[src/hdl/rtc3w_pkg.sv]
// ----------------------------------------------------------------------------
// rtc3w_pkg
// Types, codes and conversion helpers for the three-wire RTC access master.
// ----------------------------------------------------------------------------
`default_nettype none

package rtc3w_pkg;

    localparam int CFG_W = 10;
    localparam logic [CFG_W-1:0] CFG_HIGH_TICKS_RESET = 10'd10;

    localparam logic FUNC_READ  = 1'b0;
    localparam logic FUNC_WRITE = 1'b1;

    // bits per access: eight command bits then eight data bits
    localparam logic [4:0] CMD_BITS   = 5'd8;
    localparam logic [4:0] TOTAL_BITS = 5'd16;

    typedef enum logic [1:0] {
        PH_IDLE,
        PH_LOW,
        PH_HIGH
    } t_phase;

    typedef enum logic [2:0] {
        FLD_SECONDS,
        FLD_MINUTES,
        FLD_HOURS,
        FLD_DATE,
        FLD_MONTH,
        FLD_YEAR
    } t_field;

    typedef struct packed {
        logic       func;
        logic       start_req;
        logic [2:0] field;
        logic [7:0] value;
        logic       io_in;
    } t_tick_in;

    typedef struct packed {
        logic       chip_enable;
        logic       serial_clock;
        logic       io_drive;
        logic       io_out;
        logic       busy_res;
        logic       done_res;
        logic [7:0] read_value;
    } t_tick_out;

    function automatic logic field_ok(input logic [2:0] f);
        return f <= 3'(FLD_YEAR);
    endfunction

    function automatic logic [7:0] field_addr(input logic [2:0] f);
        case (t_field'(f))
            FLD_SECONDS: return 8'h80;
            FLD_MINUTES: return 8'h82;
            FLD_HOURS:   return 8'h84;
            FLD_DATE:    return 8'h86;
            FLD_MONTH:   return 8'h88;
            FLD_YEAR:    return 8'h8C;
            default:     return 8'h8C;
        endcase
    endfunction

    function automatic logic [6:0] field_limit(input logic [2:0] f);
        case (t_field'(f))
            FLD_SECONDS: return 7'd60;
            FLD_MINUTES: return 7'd60;
            FLD_HOURS:   return 7'd24;
            FLD_DATE:    return 7'd32;
            FLD_MONTH:   return 7'd13;
            FLD_YEAR:    return 7'd100;
            default:     return 7'd100;
        endcase
    endfunction

    function automatic logic [7:0] field_mask(input logic [2:0] f);
        case (t_field'(f))
            FLD_SECONDS: return 8'h7F;
            FLD_MINUTES: return 8'h7F;
            FLD_HOURS:   return 8'h3F;
            FLD_DATE:    return 8'h3F;
            FLD_MONTH:   return 8'h1F;
            FLD_YEAR:    return 8'hFF;
            default:     return 8'hFF;
        endcase
    endfunction

    // remainder by the field limit: restoring subtraction of limit*16 .. limit*1
    function automatic logic [6:0] mod_limit(input logic [7:0] v, input logic [2:0] f);
        logic [12:0] rem;
        logic [12:0] sub;
        rem = {5'd0, v};
        for (int k = 4; k >= 0; k--) begin
            sub = {6'd0, field_limit(f)} << k;
            if (rem >= sub) begin
                rem = rem - sub;
            end
        end
        return rem[6:0];
    endfunction

    // d below 100: tens digit by restoring subtraction of 80, 40, 20, 10
    function automatic logic [7:0] to_bcd(input logic [6:0] d);
        logic [6:0] rem;
        logic [6:0] sub;
        logic [3:0] tens;
        rem  = d;
        tens = 4'd0;
        for (int k = 3; k >= 0; k--) begin
            sub = 7'd10 << k;
            if (rem >= sub) begin
                rem     = rem - sub;
                tens[k] = 1'b1;
            end
        end
        return {tens, rem[3:0]};
    endfunction

    // high nibble times ten as shift and add
    function automatic logic [7:0] from_bcd(input logic [7:0] b);
        return {1'b0, b[7:4], 3'd0} + {3'd0, b[7:4], 1'b0} + {4'd0, b[3:0]};
    endfunction

endpackage

`default_nettype wire

[src/hdl/rtc3w_in_stage.sv]
// ----------------------------------------------------------------------------
// rtc3w_in_stage
// Input register for one tick request, released when the sequencer takes it.
// ----------------------------------------------------------------------------
`default_nettype none

module rtc3w_in_stage (
    input  wire                      i_clk,
    input  wire                      i_rst_n,
    input  wire                      i_valid,
    output logic                     o_ready,
    input  wire rtc3w_pkg::t_tick_in i_tick,
    input  wire                      i_take,
    output logic                     o_valid,
    output rtc3w_pkg::t_tick_in      o_tick
);

    logic                r_valid;
    rtc3w_pkg::t_tick_in r_tick;

    assign o_ready = !r_valid || i_take;
    assign o_valid = r_valid;
    assign o_tick  = r_tick;

    always_ff @(posedge i_clk) begin
        if (!i_rst_n) begin
            r_valid <= 1'b0;
        end else if (o_ready) begin
            r_valid <= i_valid;
        end
    end

    always_ff @(posedge i_clk) begin
        if (o_ready && i_valid) begin
            r_tick <= i_tick;
        end
    end

endmodule

`default_nettype wire

[src/hdl/rtc3w_seq.sv]
// ----------------------------------------------------------------------------
// rtc3w_seq
// Pin sequencer: advances one tick per request taken and forms the pin levels.
// ----------------------------------------------------------------------------
`default_nettype none

module rtc3w_seq (
    input  wire                        i_clk,
    input  wire                        i_rst_n,
    input  wire                        i_cfg_we,
    input  wire [rtc3w_pkg::CFG_W-1:0] i_cfg_data,
    input  wire                        i_step,
    input  wire rtc3w_pkg::t_tick_in   i_tick,
    output rtc3w_pkg::t_tick_out       o_result
);

    localparam int CW = rtc3w_pkg::CFG_W;

    logic [CW-1:0]     r_high_ticks;
    rtc3w_pkg::t_phase r_phase, n_phase;
    logic [4:0]        r_bit, n_bit;
    logic [CW-1:0]     r_tick_cnt, n_tick_cnt;
    logic [7:0]        r_shift, n_shift;
    logic [7:0]        r_recv, n_recv;
    logic              r_kind, n_kind;
    logic [2:0]        r_field, n_field;
    logic [7:0]        r_last, n_last;
    logic              n_done;
    logic [CW-1:0]     high_len;
    logic [4:0]        bit_inc;

    assign high_len = (r_high_ticks == '0) ? CW'(1) : r_high_ticks;
    assign bit_inc  = r_bit + 5'd1;

    always_ff @(posedge i_clk) begin
        if (!i_rst_n) begin
            r_high_ticks <= rtc3w_pkg::CFG_HIGH_TICKS_RESET;
        end else if (i_cfg_we) begin
            r_high_ticks <= i_cfg_data;
        end
    end

    always_ff @(posedge i_clk) begin
        if (!i_rst_n) begin
            r_phase    <= rtc3w_pkg::PH_IDLE;
            r_bit      <= '0;
            r_tick_cnt <= '0;
            r_shift    <= '0;
            r_recv     <= '0;
            r_kind     <= 1'b0;
            r_field    <= '0;
            r_last     <= '0;
        end else if (i_step) begin
            r_phase    <= n_phase;
            r_bit      <= n_bit;
            r_tick_cnt <= n_tick_cnt;
            r_shift    <= n_shift;
            r_recv     <= n_recv;
            r_kind     <= n_kind;
            r_field    <= n_field;
            r_last     <= n_last;
        end
    end

    // next state
    always_comb begin
        n_phase    = r_phase;
        n_bit      = r_bit;
        n_tick_cnt = r_tick_cnt;
        n_shift    = r_shift;
        n_recv     = r_recv;
        n_kind     = r_kind;
        n_field    = r_field;
        n_last     = r_last;
        n_done     = 1'b0;
        unique case (r_phase)
            rtc3w_pkg::PH_IDLE: begin
                if (i_tick.start_req && rtc3w_pkg::field_ok(i_tick.field)) begin
                    n_kind     = i_tick.func;
                    n_field    = i_tick.field;
                    n_shift    = rtc3w_pkg::field_addr(i_tick.field)
                                 | {7'd0, i_tick.func == rtc3w_pkg::FUNC_READ};
                    n_recv     = (i_tick.func == rtc3w_pkg::FUNC_WRITE)
                                 ? rtc3w_pkg::to_bcd(
                                       rtc3w_pkg::mod_limit(i_tick.value, i_tick.field))
                                 : 8'd0;
                    n_bit      = '0;
                    n_tick_cnt = '0;
                    n_phase    = rtc3w_pkg::PH_LOW;
                end
            end
            rtc3w_pkg::PH_LOW: begin
                // sample read data before the rising clock edge
                if (r_bit >= rtc3w_pkg::CMD_BITS && r_kind == rtc3w_pkg::FUNC_READ) begin
                    n_recv = r_recv | (8'(i_tick.io_in) << r_bit[2:0]);
                end
                n_tick_cnt = CW'(1);
                n_phase    = rtc3w_pkg::PH_HIGH;
            end
            rtc3w_pkg::PH_HIGH: begin
                if (r_tick_cnt >= high_len) begin
                    n_tick_cnt = '0;
                    if (bit_inc >= rtc3w_pkg::TOTAL_BITS) begin
                        if (r_kind == rtc3w_pkg::FUNC_READ) begin
                            n_last = rtc3w_pkg::from_bcd(
                                         r_recv & rtc3w_pkg::field_mask(r_field));
                        end
                        n_bit   = '0;
                        n_phase = rtc3w_pkg::PH_IDLE;
                        n_done  = 1'b1;
                    end else begin
                        n_bit = bit_inc;
                        // load the data byte after the command, else shift on
                        if (bit_inc == rtc3w_pkg::CMD_BITS) begin
                            n_shift = (r_kind == rtc3w_pkg::FUNC_WRITE) ? r_recv : 8'd0;
                        end else begin
                            n_shift = r_shift >> 1;
                        end
                        n_phase = rtc3w_pkg::PH_LOW;
                    end
                end else begin
                    n_tick_cnt = r_tick_cnt + CW'(1);
                end
            end
            default: begin
                n_phase = rtc3w_pkg::PH_IDLE;
            end
        endcase
    end

    // pin levels follow the state after this tick
    always_comb begin
        o_result.chip_enable  = n_phase != rtc3w_pkg::PH_IDLE;
        o_result.serial_clock = n_phase == rtc3w_pkg::PH_HIGH;
        o_result.io_drive     = o_result.chip_enable
                                && (n_bit < rtc3w_pkg::CMD_BITS
                                    || n_kind == rtc3w_pkg::FUNC_WRITE);
        o_result.io_out       = o_result.io_drive && n_shift[0];
        o_result.busy_res     = o_result.chip_enable;
        o_result.done_res     = n_done;
        o_result.read_value   = n_last;
    end

endmodule

`default_nettype wire

[src/hdl/rtc3w_out_stage.sv]
// ----------------------------------------------------------------------------
// rtc3w_out_stage
// Result register: holds one tick result until the consumer takes it.
// ----------------------------------------------------------------------------
`default_nettype none

module rtc3w_out_stage (
    input  wire                       i_clk,
    input  wire                       i_rst_n,
    input  wire                       i_load,
    input  wire rtc3w_pkg::t_tick_out i_result,
    input  wire                       i_ready,
    output logic                      o_can_load,
    output logic                      o_valid,
    output rtc3w_pkg::t_tick_out      o_result
);

    logic                 r_valid;
    rtc3w_pkg::t_tick_out r_result;

    assign o_can_load = !r_valid || i_ready;
    assign o_valid    = r_valid;
    assign o_result   = r_result;

    always_ff @(posedge i_clk) begin
        if (!i_rst_n) begin
            r_valid <= 1'b0;
        end else if (o_can_load) begin
            r_valid <= i_load;
        end
    end

    always_ff @(posedge i_clk) begin
        if (i_load) begin
            r_result <= i_result;
        end
    end

endmodule

`default_nettype wire

[src/hdl/rtc_three_wire_bcd_access_master.sv]
// A tick request passes the input register, the sequencer and the result register.
// Throughput: one tick per cycle through both registers while results are taken.
// A stalled consumer holds the result register and the input register fills behind it.
// Reset: synchronous, active low; sequencer idle, clock high ticks 10, read value 0.
// ----------------------------------------------------------------------------
// rtc_three_wire_bcd_access_master
// Tick-driven three-wire master for a real-time clock with BCD time fields.
// ----------------------------------------------------------------------------
`default_nettype none

module rtc_three_wire_bcd_access_master (
    input  wire                        i_clk,
    input  wire                        i_rst_n,
    input  wire                        i_cfg_valid,
    output logic                       o_cfg_ready,
    input  wire [rtc3w_pkg::CFG_W-1:0] i_cfg_data,
    input  wire                        i_in_valid,
    output logic                       o_in_ready,
    input  wire                        i_func,
    input  wire                        i_start_req,
    input  wire [2:0]                  i_field,
    input  wire [7:0]                  i_value,
    input  wire                        i_io_in,
    output logic                       o_out_valid,
    input  wire                        i_out_ready,
    output logic                       o_chip_enable,
    output logic                       o_serial_clock,
    output logic                       o_io_drive,
    output logic                       o_io_out,
    output logic                       o_busy_res,
    output logic                       o_done_res,
    output logic [7:0]                 o_read_value
);

    rtc3w_pkg::t_tick_in  in_tick;
    rtc3w_pkg::t_tick_in  reg_tick;
    rtc3w_pkg::t_tick_out seq_result;
    rtc3w_pkg::t_tick_out out_result;
    logic                 reg_valid;
    logic                 out_can_load;
    logic                 step;

    assign o_cfg_ready = 1'b1;

    assign in_tick.func      = i_func;
    assign in_tick.start_req = i_start_req;
    assign in_tick.field     = i_field;
    assign in_tick.value     = i_value;
    assign in_tick.io_in     = i_io_in;

    assign step = reg_valid && out_can_load;

    rtc3w_in_stage u_in_stage (
        .i_clk   (i_clk),
        .i_rst_n (i_rst_n),
        .i_valid (i_in_valid),
        .o_ready (o_in_ready),
        .i_tick  (in_tick),
        .i_take  (step),
        .o_valid (reg_valid),
        .o_tick  (reg_tick)
    );

    rtc3w_seq u_seq (
        .i_clk      (i_clk),
        .i_rst_n    (i_rst_n),
        .i_cfg_we   (i_cfg_valid && o_cfg_ready),
        .i_cfg_data (i_cfg_data),
        .i_step     (step),
        .i_tick     (reg_tick),
        .o_result   (seq_result)
    );

    rtc3w_out_stage u_out_stage (
        .i_clk      (i_clk),
        .i_rst_n    (i_rst_n),
        .i_load     (step),
        .i_result   (seq_result),
        .i_ready    (i_out_ready),
        .o_can_load (out_can_load),
        .o_valid    (o_out_valid),
        .o_result   (out_result)
    );

    assign o_chip_enable  = out_result.chip_enable;
    assign o_serial_clock = out_result.serial_clock;
    assign o_io_drive     = out_result.io_drive;
    assign o_io_out       = out_result.io_out;
    assign o_busy_res     = out_result.busy_res;
    assign o_done_res     = out_result.done_res;
    assign o_read_value   = out_result.read_value;

    a_done_drops_ce: assert property (@(posedge i_clk) disable iff (!i_rst_n)
        o_out_valid && o_done_res |-> !o_chip_enable)
        else $error("done reported with chip enable high");

    a_clk_within_ce: assert property (@(posedge i_clk) disable iff (!i_rst_n)
        o_out_valid && o_serial_clock |-> o_chip_enable)
        else $error("serial clock high outside an access");

    a_out_needs_drive: assert property (@(posedge i_clk) disable iff (!i_rst_n)
        o_out_valid && o_io_out |-> o_io_drive)
        else $error("data level driven while pin released");

    a_ready_when_empty: assert property (@(posedge i_clk) disable iff (!i_rst_n)
        !o_out_valid |-> o_in_ready)
        else $error("input stalled with empty result register");

endmodule

`default_nettype wire
[config.mk]
export PLATFORM = sky130hd
export DESIGN_NAME = rtc_three_wire_bcd_access_master
export DESIGN_NICKNAME = d
export VERILOG_FILES = /design/src/hdl/rtc3w_pkg.sv /design/src/hdl/rtc3w_in_stage.sv /design/src/hdl/rtc3w_seq.sv /design/src/hdl/rtc3w_out_stage.sv /design/src/hdl/rtc_three_wire_bcd_access_master.sv
export SDC_FILE = /design/constraint.sdc
export NUM_CORES = 1
export LEC_CHECK = 0
export CAP_MARGIN = 30
export CELL_PAD_IN_SITES_DETAIL_PLACEMENT = 0
export CELL_PAD_IN_SITES_GLOBAL_PLACEMENT = 1
export CORE_ASPECT_RATIO = 0.6
export CORE_UTILIZATION = 50
export DETAILED_ROUTE_END_ITERATION = 7
export DONT_BUFFER_PORTS = 1
export PLACE_DENSITY = 0.91
export SETUP_SLACK_MARGIN = 0.05
export SKIP_LAST_GASP = 1
export SYNTH_ARGS = -nofsm -noshare
export SYNTH_HDL_FRONTEND = slang
export SYNTH_SLANG_ARGS = --single-unit
[constraint.sdc]
create_clock -name i_clk -period 15.12 [get_ports i_clk]
set_clock_uncertainty 0.1 [all_clocks]
set_input_delay 0.756 -clock i_clk [delete_from_list [all_inputs] [get_ports i_clk]]
set_output_delay 0.756 -clock i_clk [all_outputs]
set_load 0.05 [all_outputs]
### Word-level counts from Yosys, hierarchy flattened

Cells that the tools add are included.

| storage, ports and cells | value |
|---|---|
| flip-flop bits (word level) | 84 |
| bits of input ports | 29 |
| output and inout bits | 17 |

| operators by class | value |
|---|---|
| add/sub/neg operators | 13 |
| magnitude comparators | 14 |
| eq/ne operators | 16 |
| shift operators | 1 |
| muxes and demuxes | 69 |
| bitwise operators | 5 |
| reductions and logical operators | 27 |

Operator list:

| kind | count |
|---|---|
| 13-bit 2-to-1 mux | 12 |
| 8-bit 2-to-1 mux | 18 |
| 7-bit 2-to-1 mux | 14 |
| 8-bit case mux with 2 select lines | 2 |
| 10-bit 2-to-1 mux | 3 |
| 10-bit case mux with 3 select lines | 1 |
| 7-bit case mux with 4 select lines | 1 |
| 8-bit case mux with 3 select lines | 1 |
| 4-bit case mux with 5 select lines | 1 |
| 5-bit 2-to-1 mux | 3 |
| 13-bit by 10-bit greater-or-equal comparator with 1-bit output | 1 |
| 13-bit by 7-bit greater-or-equal comparator with 1-bit output | 1 |
| 13-bit by 8-bit greater-or-equal comparator with 1-bit output | 1 |
| 13-bit by 9-bit greater-or-equal comparator with 1-bit output | 1 |
| 13-bit by 10-bit subtractor with 13-bit output | 1 |
| 13-bit by 8-bit subtractor with 13-bit output | 1 |
| 13-bit by 9-bit subtractor with 13-bit output | 1 |
| 3-bit by 2-bit == test with 1-bit output (second input constant) | 4 |
| 8-bit by 11-bit subtractor with 12-bit output | 1 |
| 8-bit by 11-bit greater-or-equal comparator with 1-bit output | 1 |
| 10-bit by 1-bit adder with 10-bit output (second input constant) | 1 |
| 10-bit greater-or-equal comparator | 1 |
| 10-bit logical NOT | 1 |
| 5-bit case mux with 2 select lines | 1 |
| other kinds (44) | 72 |

### Longest topological paths before layout

Gate-level depths: netlist (run 1).

| depth | value |
|---|---|
| depth after elaboration | 42 |
| depth in mapped cells | 63 |

### Modules after synthesis

A second synthesis (run 1) with hierarchy kept.

| second synthesis, totals | value |
|---|---|
| cells, all modules | 985 |
| area total of the unflattened synthesis | 7852.5 um^2 |

By module, submodules not included:

| module | times used | cells an instance | area each (um^2) | seq. area each (um^2) |
|---|---|---|---|---|
| rtc3w_seq | 1 | 945 | 6887.9 | 1101.1 |
| rtc3w_in_stage | 1 | 19 | 478.0 | 440.4 |
| rtc3w_out_stage | 1 | 18 | 469.2 | 440.4 |
| rtc_three_wire_bcd_access_master | 1 | 3 | 17.5 | 0.0 |

### Worst setup path before layout (run 1)

OpenSTA, ideal clock, no wires.

| path | value |
|---|---|
| kind | flip-flop to flip-flop |
| start | register u_in_stage.r_tick (netlist bit u_in_stage.o_tick[10]) |
| end | register u_seq.r_recv[4] |
| arrival | 11.713 ns |
| data required time | 14.929 ns |
| slack | 3.216 ns |
| cell stages (with the launch flop) | 59 |
| period minus slack after synthesis | 11.904 ns |
| cell sequence | edfxtp_1 -> buf_6 -> or3b_1 -> inv_2 -> ha_1 -> or4b_1 -> or4_4 -> a2111o_1 -> clkinv_1 -> ha_1 -> and4_1 -> and3_1 -> nand3_1 -> or2_1 -> clkdlybuf4s50_2 -> nand2_1 -> nand3_1 -> inv_1 -> (+23 left out) -> o21ai_0 -> nand2_1 -> a21oi_1 -> nor2_1 -> nor2_1 -> xnor2_1 -> inv_1 -> nor2_1 -> nor2_1 -> o31ai_1 -> mux2i_1 -> o211a_2 -> ha_1 -> inv_1 -> o211a_1 -> a311oi_2 -> nand2b_1 -> a311oi_1 |

| on the way | value |
|---|---|
| cells in the longest elaborated chain, start to end | 42 |

RTL lines:

| what | RTL line | text |
|---|---|---|
| start: declaration | rtc3w_in_stage.sv:19 | `rtc3w_pkg::t_tick_in r_tick;` |
| start signal: assignment | rtc3w_in_stage.sv:35 | `r_tick <= i_tick;` |
| 3-bit by 1-bit == test with 1-bit output / 3-bit logical NOT (equally long branches) | rtc3w_pkg.sv:69 | `case (t_field'(f))` |
| 2-bit OR reduction (no source line) | n/a |  |
| 7-bit case mux with 4 select lines | rtc3w_pkg.sv:69 |  |
| 7-bit 2-to-1 mux | rtc3w_seq.sv:78 | `if (i_tick.start_req && rtc3w_pkg::field_ok(i_tick.field)) begin` |
| 7-bit 2-to-1 mux | rtc3w_seq.sv:76 | `unique case (r_phase)` |
| 8-bit by 11-bit subtractor with 12-bit output / 8-bit by 11-bit greater-or-equal comparator with 1-bit output (equally long branches) | rtc3w_pkg.sv:100, rtc3w_pkg.sv:99 |  |
| 13-bit 2-to-1 mux | rtc3w_pkg.sv:99 | `if (rem >= sub) begin` |
| 13-bit 2-to-1 mux | rtc3w_seq.sv:78 |  |
| (+26 left out) | n/a |  |
| 7-bit 2-to-1 mux | rtc3w_pkg.sv:115 | `if (rem >= sub) begin` |
| 7-bit 2-to-1 mux | rtc3w_seq.sv:78 |  |
| 7-bit 2-to-1 mux | rtc3w_seq.sv:76 |  |
| 7-bit by 4-bit greater-or-equal comparator with 1-bit output | rtc3w_pkg.sv:115 |  |
| 1-bit 2-to-1 mux | rtc3w_pkg.sv:115 |  |
| 8-bit 2-to-1 mux | rtc3w_seq.sv:84 | `? rtc3w_pkg::to_bcd(` |
| 8-bit 2-to-1 mux | rtc3w_seq.sv:78 |  |
| 8-bit case mux with 2 select lines | rtc3w_seq.sv:76 |  |
| end signal: assignment | rtc3w_seq.sv:58 | `r_recv <= n_recv;` |
| end: declaration | rtc3w_seq.sv:24 | `logic [7:0] r_recv, n_recv;` |

Parallel ways exist; a longest one is shown, timed or not. The select of a mux whose other input is x is not followed.
A chain may end at the register's enable or synchronous reset.

### Worst setup path in the final report (run 1)

| path | value |
|---|---|
| start | register u_in_stage.r_tick (netlist bit u_in_stage.o_tick[9]) |
| end | register u_seq.r_recv[4] |

Same word-level chain as after synthesis.

==> impl_results.md, run 1 <==
- Status: complete, no violations
- Crit path launch type: register
- GPL Wtd Cong: 1.026
- Total chip power: 1.614 mW
- I/O pin cnt: 46
- RSZ-0062 raised after global routing: false
- Drt first pass iters: 5
- Fin crit share: 93.18%
- Crit-path slowest cell: a2111o_1
- Worst EP arrival: 14210 ps
- Die height: 97.56 um
- List of most frequent post-synthesis cells: nand2_1, nor2_1, a21oi_1, o21ai_0, dfxtp_1
- Post-Synth Simple-Gate Area: 23.43%
- NumNets Final: 1005
- Total gr overflow: 0
- Max VDD drop: 0.0001780 V
- Unique masters post-synth: approximately 110
- DRT antenna net count: 0
- Pwr Density: 201.7 nW/um2
- Synthesized instance count: 936
- Drc violations: 0
- Worst-Skew Late Latency: 340 ps
- Sequential Power Share: 16.6%
- Clock-pin slew on the worst setup and hold paths: 70 ps
- Pin count of the biggest net entering global routing: 59
- Most frequent CP cell: nor2_1
- R2r startpoint: u_in_stage.o_tick[9]$_DFFE_PP_
- DIE WIDTH: roughly 160 um
- Final cell count without fillers: ~1100
- GRT Util Overall: 26.05%
- Max Freq: 70.98 MHz
- Post-DP HPWL: 15.47 mm
- Sequential area share after synthesis: roughly a quarter
- Yosys top cell area share: 15.00%
- Placement Setup Slack: 799.0 ps
- Vias in the first global route: 6212
- Leading area contributor after synthesis: dfxtp_1
- First-pass GRT wire length: around 33 mm
- P_int: 817.1 uW
- Filler cells: 1423
- Initial Util: about half
- Bufs on Longest Clock Path: 2
- Die Area: between 15000 and 20000 um2
- H-Tree Depth: 3
- Synth Cell Area: 7610 um2
- Async S/R FF share, synth: 0%
- CTS buffer count: 9
- Initial drt markers: 633
- WL final: 20.10 mm
- CP startpoint: u_in_stage.o_tick[9]$_DFFE_PP_
- Synth Register Bits: 84
- Design Area, Final: approximately 8000 um2
- DR WL/cell: between 15 and 20 um
- Final hold vios: 0
- Adder-cell share of the synthesized area: 9.734%
- Post-Route Setup TNS: 0 ps
- Max Cap Violations: 0
- Compound-cell area share of the yosys netlist: 26.24%
- Vias: 6879
- TritonCTS clock tree: built
- Clock tree root driver cell: clkbuf_16
- NetSw: 797.3 uW
- Vias per inst: 6.126
- Setup bufs post-CTS: 0
- Worst Hold Launch: u_seq.r_last[7]$_SDFFE_PN0P_
- Worst hold slack: 362.5 ps
- Crit-path max FO: 12
- Final max-slew violation count: 0
- Area Overhead vs Synth: 5.196%
- Comb pwr share: 70.4%
- Largest family of logic cells by synthesized area: compound AO/OA/AOI/OAI gates
- Layout cells sized above 1: 10.62%
- Port Buffers: 0
- Worst slew pin tran: 1092 ps
- Post-CTS Hold Fix Bufs: 0
- Worst rel slew slack: 26.23%
- Initial antenna violation count: 2
- Clk sinks: 84
- Layout Utilization: between 50% and 60%
- Hold crit path type: register to register
- XOR/XNOR share of the synthesized area: 2.877%
- Worst Setup End Kind: register
- Placed cell areas: between 7000 and 8000 um2
- Row cnt: 34
- Syn nets: 1023
- Switching share of power: about half
- CP max stage delay: 540 ps
- Clock share of power: 13.1%
- EDFF count, synth: 27
- Final setup fails: 0
- Ys flop type: dfxtp_1
- Min Tclk post-route: 14090 ps
- PnR worst setup slack: 1031 ps
- Warnings from Yosys: 0
- Synth area leaders: dfxtp_1, edfxtp_1, ha_1
- Placed Cells: 1105
- Syn Area/Cell: 8.130 um2
- Lkg Pwr: 3.383 nW
- Most common cell in the netlist: nand2_1
- Area of the core: 14680 um2
- Multiplexer share of the synthesized area: 6.610%
- Critical path type: register to register
- Worst EP required: about 15000 ps
## critical path, delay by kind of cell (launching register included)
kind	cells	cell delay (ps)
simple gates	21	5300
compound gates	18	3950
fa+ha+maj	6	1860
xor+xnor	1	150
buf+inv	5	990
flops	1	500
mux	3	1070
## kinds of logic after synthesis
group / Yosys count
AOI/OAI and AO/OA: 289
DFF: 84
and+or+nand+nor: 347
muxes: 44
adders and majority gates: 58
other: 1
buffers and inverters: 88
xor gates and xnor gates: 25
## placed cells by master (no fill, tap or decap), types with 5 or more instances in the layout
cell type,instances
clkbuf_16,9
nand2_1,100
a21oi_1,60
a31oi_1,9
o31ai_1,8
and3_1,14
nor2b_1,33
nor3b_1,8
xor2_1,11
edfxtp_1,27
o211a_1,10
buf_4,6
mux2i_1,23
o21a_1,9
ha_1,56
nand3_1,26
mux2_2,17
xnor2_1,13
dfxtp_1,57
nand2b_1,18
a22oi_1,5
nor3_1,14
a21o_1,19
and2_1,6
or2_2,10
o22ai_1,7
o211ai_1,16
o21ai_0,57
a21boi_0,21
inv_1,49
or3_1,5
nor2_1,70
a211oi_1,8
## final cells by class
type                    instances  area, um2  share of cell area [%]
diodes                          2      5.005                 0.06252
clock buffers                   9      225.2                   2.813
clock inverters                 7      50.05                  0.6252
inverters                      53      198.9                   2.485
multi-input cells             764       5281                   65.97
flip-flops and latches         84       1952                   24.38
well taps                     198      247.7                   3.095
repair buffers                  6      45.04                  0.5627
## final timing paths
kind	slack (ps)	endpoint	cells after the start
worst max-delay path	1030	u_seq.r_recv[4]$_SDFFE_PN0P_	54
worst min-delay path	360	u_seq.r_last[7]$_SDFFE_PN0P_	2
worst max register to register	1030	u_seq.r_recv[4]$_SDFFE_PN0P_	54
worst min register to register	360	u_seq.r_last[7]$_SDFFE_PN0P_	2
## power groups by stage
| stage | clock, mW | sequential, mW | combinational (mW) |
|---|---|---|---|
| final | 0.211 | 0.267 | 1.14 |
| after global routing | 0.224 | 0.269 | 1.25 |
| after CTS | 0.213 | 0.267 | 1.10 |
| after detailed placement | 0 | 0.272 | 1.09 |
| after global placement | 0 | 0.272 | 1.11 |
| after floorplan | 0 | 0.265 | 0.913 |
## per-layer routing
layer	track usage [%]	wire [um]	vias to the layer above
met1	41.67	10590	3194
met5	0	0	-
met2	33.82	7550	270
li1	-	-	3407
met4	5.443	119	0
met3	6.487	1837	8
## state kept, by name (all words and copies together) (netlist names)
name	cells
u_seq.r_bit	5
u_out_stage.o_result	13
u_seq.r_field	3
u_seq.r_high_ticks	10
u_seq.r_shift	8
u_seq.r_phase	2
u_in_stage.o_valid	1
u_out_stage.o_valid	1
u_seq.r_recv	8
u_seq.r_kind	1
u_seq.r_tick_cnt	10
u_in_stage.o_tick	14
u_seq.r_last	8
## what timing repair did
item	in CTS	in global routing
resized for setup	0	8
setup endpoints to repair	0	4
endpoints found under the hold margin	0	0
(Power assumes the default switching activity.)
==> run 2, diff against run 1 <==
--- a/config.mk
+++ b/config.mk
@@ -12,7 +12,7 @@
 export CORE_UTILIZATION = 50
 export DETAILED_ROUTE_END_ITERATION = 7
 export DONT_BUFFER_PORTS = 1
-export PLACE_DENSITY = 0.91
+export PLACE_DENSITY = 0.88
 export SETUP_SLACK_MARGIN = 0.05
 export SKIP_LAST_GASP = 1
 export SYNTH_ARGS = -nofsm -noshare
==> run 2 against run 1 <==
Sequential power about the same. Wire length rose by 0.64%. Sequential share of layout area about the same. Clock-buffer cell count grew 1.
==> impl_results.md, run 2 (synthesis gave the netlist of run 1 again) <==
- Initial antenna violation count: 1
- Worst EP arrival: 14210 ps
- Filler cells: 1389
- Leading cell types in the layout, fill and taps excluded: nand2_1, nor2_1, a21oi_1
- Post-DP HPWL: 15.59 mm
- TritonCTS clock tree: built
- Clock tree root driver cell: clkbuf_16
- Initial Util: about half
- Worst Hold Launch: u_seq.r_last[6]$_SDFFE_PN0P_
- Layout cells sized above 1: between 10% and 20%
- Port Buffers: 0
- Design Area, Final: 8001 um2
- Row cnt: 34
- Vias in the first global route: 6209
- Min Tclk post-route: roughly 14000 ps
- I/O pin cnt: 46
- Placed cell areas: 7692 um2
- Area of the core: 14680 um2
- Most common cell after layout, fill and taps aside: nand2_1
- R2r startpoint: u_in_stage.o_tick[9]$_DFFE_PP_
- Status: complete, no violations
- NumNets Final: 1005
- DR WL/cell: 18.02 um
- Worst-Skew Late Latency: approximately 340 ps
- Initial drt markers: 757
- Vias: a little under 7000
- Lkg Pwr: 3.390 nW
- Crit path launch type: register
- Final cell count without fillers: 1122
- Total chip power: 1.622 mW
- Register-to-register setup slack: 1040 ps
- CP max stage delay: 560 ps
- Drc violations: 0
- Crit-path slowest cell: o21ai_0
- GRT Util Overall: 25.95%
- Crit-path max FO: 11
- Worst EP required: 15240 ps
- WL final: slightly above 20 mm
- Worst slew pin tran: 978.0 ps
- Die Area: 15730 um2
- Total gr overflow: 0
- Drt first pass iters: 5
- Number of flip-flops in the largest register: 14
- GPL Wtd Cong: 0.9918
- Area Overhead vs Synth: 5.146%
- Final max-slew violation count: 0
- Hold crit path type: register to register
- Fin crit share: between 90% and 100%
- Final hold vios: 0
- CTS buffer count: 9
- Critical path type: register to register
- Hold Path Cell Cnt: 2
- CP startpoint: u_in_stage.o_tick[9]$_DFFE_PP_
- Worst Setup End Kind: register
- R2R cell count: 55
- Bufs on Longest Clock Path: 2
- Clk sinks: 84
- Final setup fails: 0
- First-pass GRT wire length: 32.69 mm
- Vias per inst: 6.176
- Max Freq: roughly 71 MHz
- Clock-pin slew on the worst setup and hold paths: 70 ps
- Pwr Density: between 200 and 250 nW/um2
- Max VDD drop: approximately 0.00021 V
- Placed Cells: 1105
- Die height: 97.56 um
- DIE WIDTH: 161.3 um
- Max Cap Violations: 0
- Setup bufs post-CTS: 0
- Most frequent CP cell: ha_1
- Post-CTS Hold Fix Bufs: 0
- H-Tree Depth: 3
- Post-Route Setup TNS: 0 ps
- Pin count of the biggest net entering global routing: 59
- Post-CTS sizing: 0
- DRT antenna net count: 0
- Worst rel slew slack: 34.51%
- RSZ-0062 raised after global routing: false
-- run 2: path summary, 6_finish.rpt --
check                                 endpoint
setup / recovery  u_seq.r_recv[4]$_SDFFE_PN0P_
hold / removal    u_seq.r_last[6]$_SDFFE_PN0P_
setup reg to reg  u_seq.r_recv[4]$_SDFFE_PN0P_
hold reg to reg   u_seq.r_last[6]$_SDFFE_PN0P_
-- run 2: worst max-delay path: cells and delay by family (launching register included) --
kind                       cells  cell delay, ps
muxes                          3             990
buffers and inverters          5            1060
xor gates and xnor gates       1             370
adders and majority gates      7            2210
AOI/OAI and AO/OA             18            3770
DFF                            1             500
and+or+nand+nor               21            4920
-- run 2: final cells by class --
class,count,area [um2],share of cell area [%]
multi-input combinational,764,5271,65.88
antenna,1,2.502,0.03127
timing repair buffer,6,47.55,0.5942
inverter,53,198.9,2.486
tap,198,247.7,3.096
clock inverter,6,52.55,0.6568
sequential,84,1952,24.39
clock buffer,10,229.0,2.862
-- run 2: report_power, final --
group | switching [mW] | internal, mW | total, mW
Clock | 0.103 | 0.115 | 0.218
Combinational | 0.677 | 0.460 | 1.14
Sequential | 0.0214 | 0.246 | 0.267
Total | 0.801 | 0.821 | 1.62
-- run 2: metal layers --
metal | routed length (um) | vias up | GRT usage (%) | part of all wire, %
met2 | 7518 | 304 | 34.02 | 37
met3 | 1901 | 20 | 7.597 | 9.4
li1 | - | 3403 | - | -
met4 | 209 | 0 | 4.935 | 1.0
met1 | 10590 | 3203 | 40.65 | 52
met5 | 0 | - | 0 | 0
-- run 2: metrics by stage --
stage | util, % | hold WS [ps] | setup slack (ps)
detailed placement | 52.41 | 354.0 | 788.0
finish | 54.52 | 362.4 | 1038
global route | 54.50 | 388.3 | 96.27
CTS | 54.33 | 364.1 | 760.0
global placement | 52.34 | 349.7 | 1157
floorplan | - | 341.0 | 3216
==> run 3, diff against run 2 <==
--- a/config.mk
+++ b/config.mk
@@ -5,14 +5,14 @@
 export SDC_FILE = /design/constraint.sdc
 export NUM_CORES = 1
 export LEC_CHECK = 0
+export BUFFER_PORTS_ARGS = -buffer_cell sky130_fd_sc_hd__buf_4
 export CAP_MARGIN = 30
 export CELL_PAD_IN_SITES_DETAIL_PLACEMENT = 0
 export CELL_PAD_IN_SITES_GLOBAL_PLACEMENT = 1
 export CORE_ASPECT_RATIO = 0.6
-export CORE_UTILIZATION = 50
+export CORE_UTILIZATION = 47
 export DETAILED_ROUTE_END_ITERATION = 7
-export DONT_BUFFER_PORTS = 1
-export PLACE_DENSITY = 0.88
+export PLACE_DENSITY = 0.87
 export SETUP_SLACK_MARGIN = 0.05
 export SKIP_LAST_GASP = 1
 export SYNTH_ARGS = -nofsm -noshare
==> constraint.sdc (replaced) <==
create_clock -name i_clk -period 15.5 [get_ports i_clk]
set_clock_uncertainty 0.1 [all_clocks]
set_input_delay 0.775 -clock i_clk [delete_from_list [all_inputs] [get_ports i_clk]]
set_output_delay 0.775 -clock i_clk [all_outputs]
set_load 0.05 [all_outputs]
==> run 3 against run 2 <==
The flow now finishes with violations (DRC). Sequential power decreased by 5%. Via count increased by 1.8%. Maximum frequency decreased by 1.3%. Core utilization decreased by 0.94 points. Critical path depth decreased by 1. Sequential cell count unchanged. Worst hold slack improved by 5.1 ps. Design area increased by 4.4%. Global-route usage decreased by 0.67 points. Clock-buffer cell count increased by 3. Critical path type unchanged.
==> impl_results.md, run 3 (synthesis gave the netlist of run 1 again) <==
- Post-Route Setup TNS: 0 ps
- Final max-slew violation count: 0
- DRT antenna net count: 0
- Drc violations: 1
- Initial drt markers: 747
- DR WL/cell: 17.79 um
- WL final: 20.77 mm
- Crit path launch type: register
- NumNets Final: 1047
- RSZ-0062 raised after global routing: false
- R2R cell count: 54
- Worst EP arrival: 14390 ps
- Area Overhead vs Synth: 9.767%
- DIE WIDTH: about 170 um
- Clock-pin slew on the worst setup and hold paths: 60 ps
- Worst Setup End Kind: register
- Port Buffers: 44
- Top layer in use: met4
- Worst-Skew Late Latency: 340 ps
- Min Tclk post-route: roughly 14000 ps
- End point of the critical path: u_seq.r_recv[4]$_SDFFE_PN0P_
- Worst slew pin tran: between 1000 and 1500 ps
- Max VDD drop: 0.0001111 V
- Hold crit path type: register to register
- R2r startpoint: u_in_stage.o_tick[11]$_DFFE_PP_
- Row cnt: 35
- TritonCTS clock tree: built
- First-pass GRT wire length: 33.64 mm
- Area of the core: about 16000 um2
- CP startpoint: u_in_stage.o_tick[11]$_DFFE_PP_
- H-Tree Depth: 3
- Total gr overflow: 0
- GRT Util Overall: 25.27%
- Post-CTS Hold Fix Bufs: 0
- Max Freq: between 70 and 80 MHz
- Vias in the first global route: ~6300
- Filler cells: about 1500
- Crit-path slowest cell: or3b_2
- Clock tree root driver cell: clkbuf_16
- Crit-path max FO: 12
- Setup bufs post-CTS: 0
- Number of flip-flops in the largest register: 14
- Initial antenna violation count: 0
- Layout cells sized above 1: 14.40%
- Vias: 7054
- Final hold vios: 0
- Post-DP HPWL: 16.08 mm
- Leading cell types in the layout, fill and taps excluded: nand2_1, nor2_1, a21oi_1
- Initial Util: 48.81%
- Worst hold slack: 367.5 ps
- Diode count: 0
- Status: finished with violations
- Most frequent CP cell: nor2_1
- Worst EP required: 15610 ps
- CP max stage delay: 570 ps
- Max Cap Violations: 0
- Drt first pass iters: 8
- CTS buffer count: 9
- GPL Wtd Cong: ~1
- Die Area: 16720 um2
- Reg2reg end: u_seq.r_recv[4]$_SDFFE_PN0P_
- Violated checks: DRC
- Clk sinks: 84
- I/O pin cnt: 46
- Register-to-register setup slack: 1230 ps
- Final setup fails: 0
- Vias per inst: about 6.0
- Met2 wire length: 7.803 mm
- Critical path type: register to register
- Post-CTS sizing: 0
- DRT met1 WL: approximately 11 mm
- Most common cell after layout, fill and taps aside: nand2_1
- Die height: around 100 um
- Worst rel slew slack: about a third
- Pin count of the biggest net entering global routing: 59
- Lkg Pwr: 3.603 nW
- Fin crit share: 92.08%
- Pwr Density: 192.7 nW/um2
- Wire length on met3: around 1.9 mm
- Bufs on Longest Clock Path: 2
-- run 3: changes by cell type in the layout (fill, tap and decap cells not counted), moves of 2 or more --
cell       before  now
buf_4           5   48
inv_6           6    0
clkbuf_16       9   11
clkinv_4        0    2
-- run 3: per-layer routing --
| layer | track usage, % | vias up |
|---|---|---|
| met5 | 0 | - |
| met4 | 3.561 | 0 |
| met3 | 6.046 | 11 |
| met2 | 33.30 | 285 |
| met1 | 40.69 | 3272 |
| li1 | - | 3486 |
-- run 3: worst max-delay path, delay by kind of cell, from the launching register on --
family / cells / cell delay (ps)
muxes: 3 / 1030
adders and majority gates: 6 / 2030
AOI/OAI and AO/OA: 20 / 4410
xor gates and xnor gates: 1 / 160
DFF: 1 / 520
buffers and inverters: 4 / 810
and+or+nand+nor: 20 / 5070
-- run 3: final cells by class --
| cell class | instances | area, um2 | area share, % |
|---|---|---|---|
| multi-input cells | 764 | 5271 | 63.11 |
| flip-flops and latches | 84 | 1952 | 23.37 |
| repair buffers | 48 | 360.3 | 4.314 |
| clock buffers | 13 | 292.8 | 3.505 |
| well taps | 203 | 254.0 | 3.041 |
| inverters | 53 | 198.9 | 2.382 |
| clock inverters | 3 | 23.77 | 0.2846 |
-- run 3: worst min path at each step --
stage	from	endpoint	slack (ps)	cells past startpoint
detailed placement	u_seq.r_last[1]$_SDFFE_PN0P_	u_seq.r_last[1]$_SDFFE_PN0P_	360	2
floorplan	u_seq.r_last[5]$_SDFFE_PN0P_	u_seq.r_last[5]$_SDFFE_PN0P_	340	2
global placement	u_seq.r_last[1]$_SDFFE_PN0P_	u_seq.r_last[1]$_SDFFE_PN0P_	350	2
global route	u_seq.r_last[2]$_SDFFE_PN0P_	u_seq.r_last[2]$_SDFFE_PN0P_	400	2
CTS	u_seq.r_last[0]$_SDFFE_PN0P_	u_seq.r_last[0]$_SDFFE_PN0P_	370	2
finish	u_seq.r_last[4]$_SDFFE_PN0P_	u_seq.r_last[4]$_SDFFE_PN0P_	370	2
-- run 3: report_power, final --
group | internal [mW] | leakage [nW] | total, mW | switching, mW
registers | 0.240 | 0.717 | 0.254 | 0.0142
logic | 0.456 | 2.73 | 1.13 | 0.676
clock network | 0.133 | 0.157 | 0.223 | 0.0898
total | 0.829 | 3.60 | 1.61 | 0.780
-- run 3: through the flow --
stage	utilization, %	setup slack, ps	cells	area [um2]	power [mW]
after floorplan	-	3596	936	7610	1.149
after global placement	51.39	1023	1152	8011	1.367
after detailed placement	51.39	1036	1152	8011	1.346
after CTS	53.42	997.0	1168	8328	1.575
after global routing	53.58	125.8	1168	8353	1.726
final	53.58	1227	1168	8353	1.610
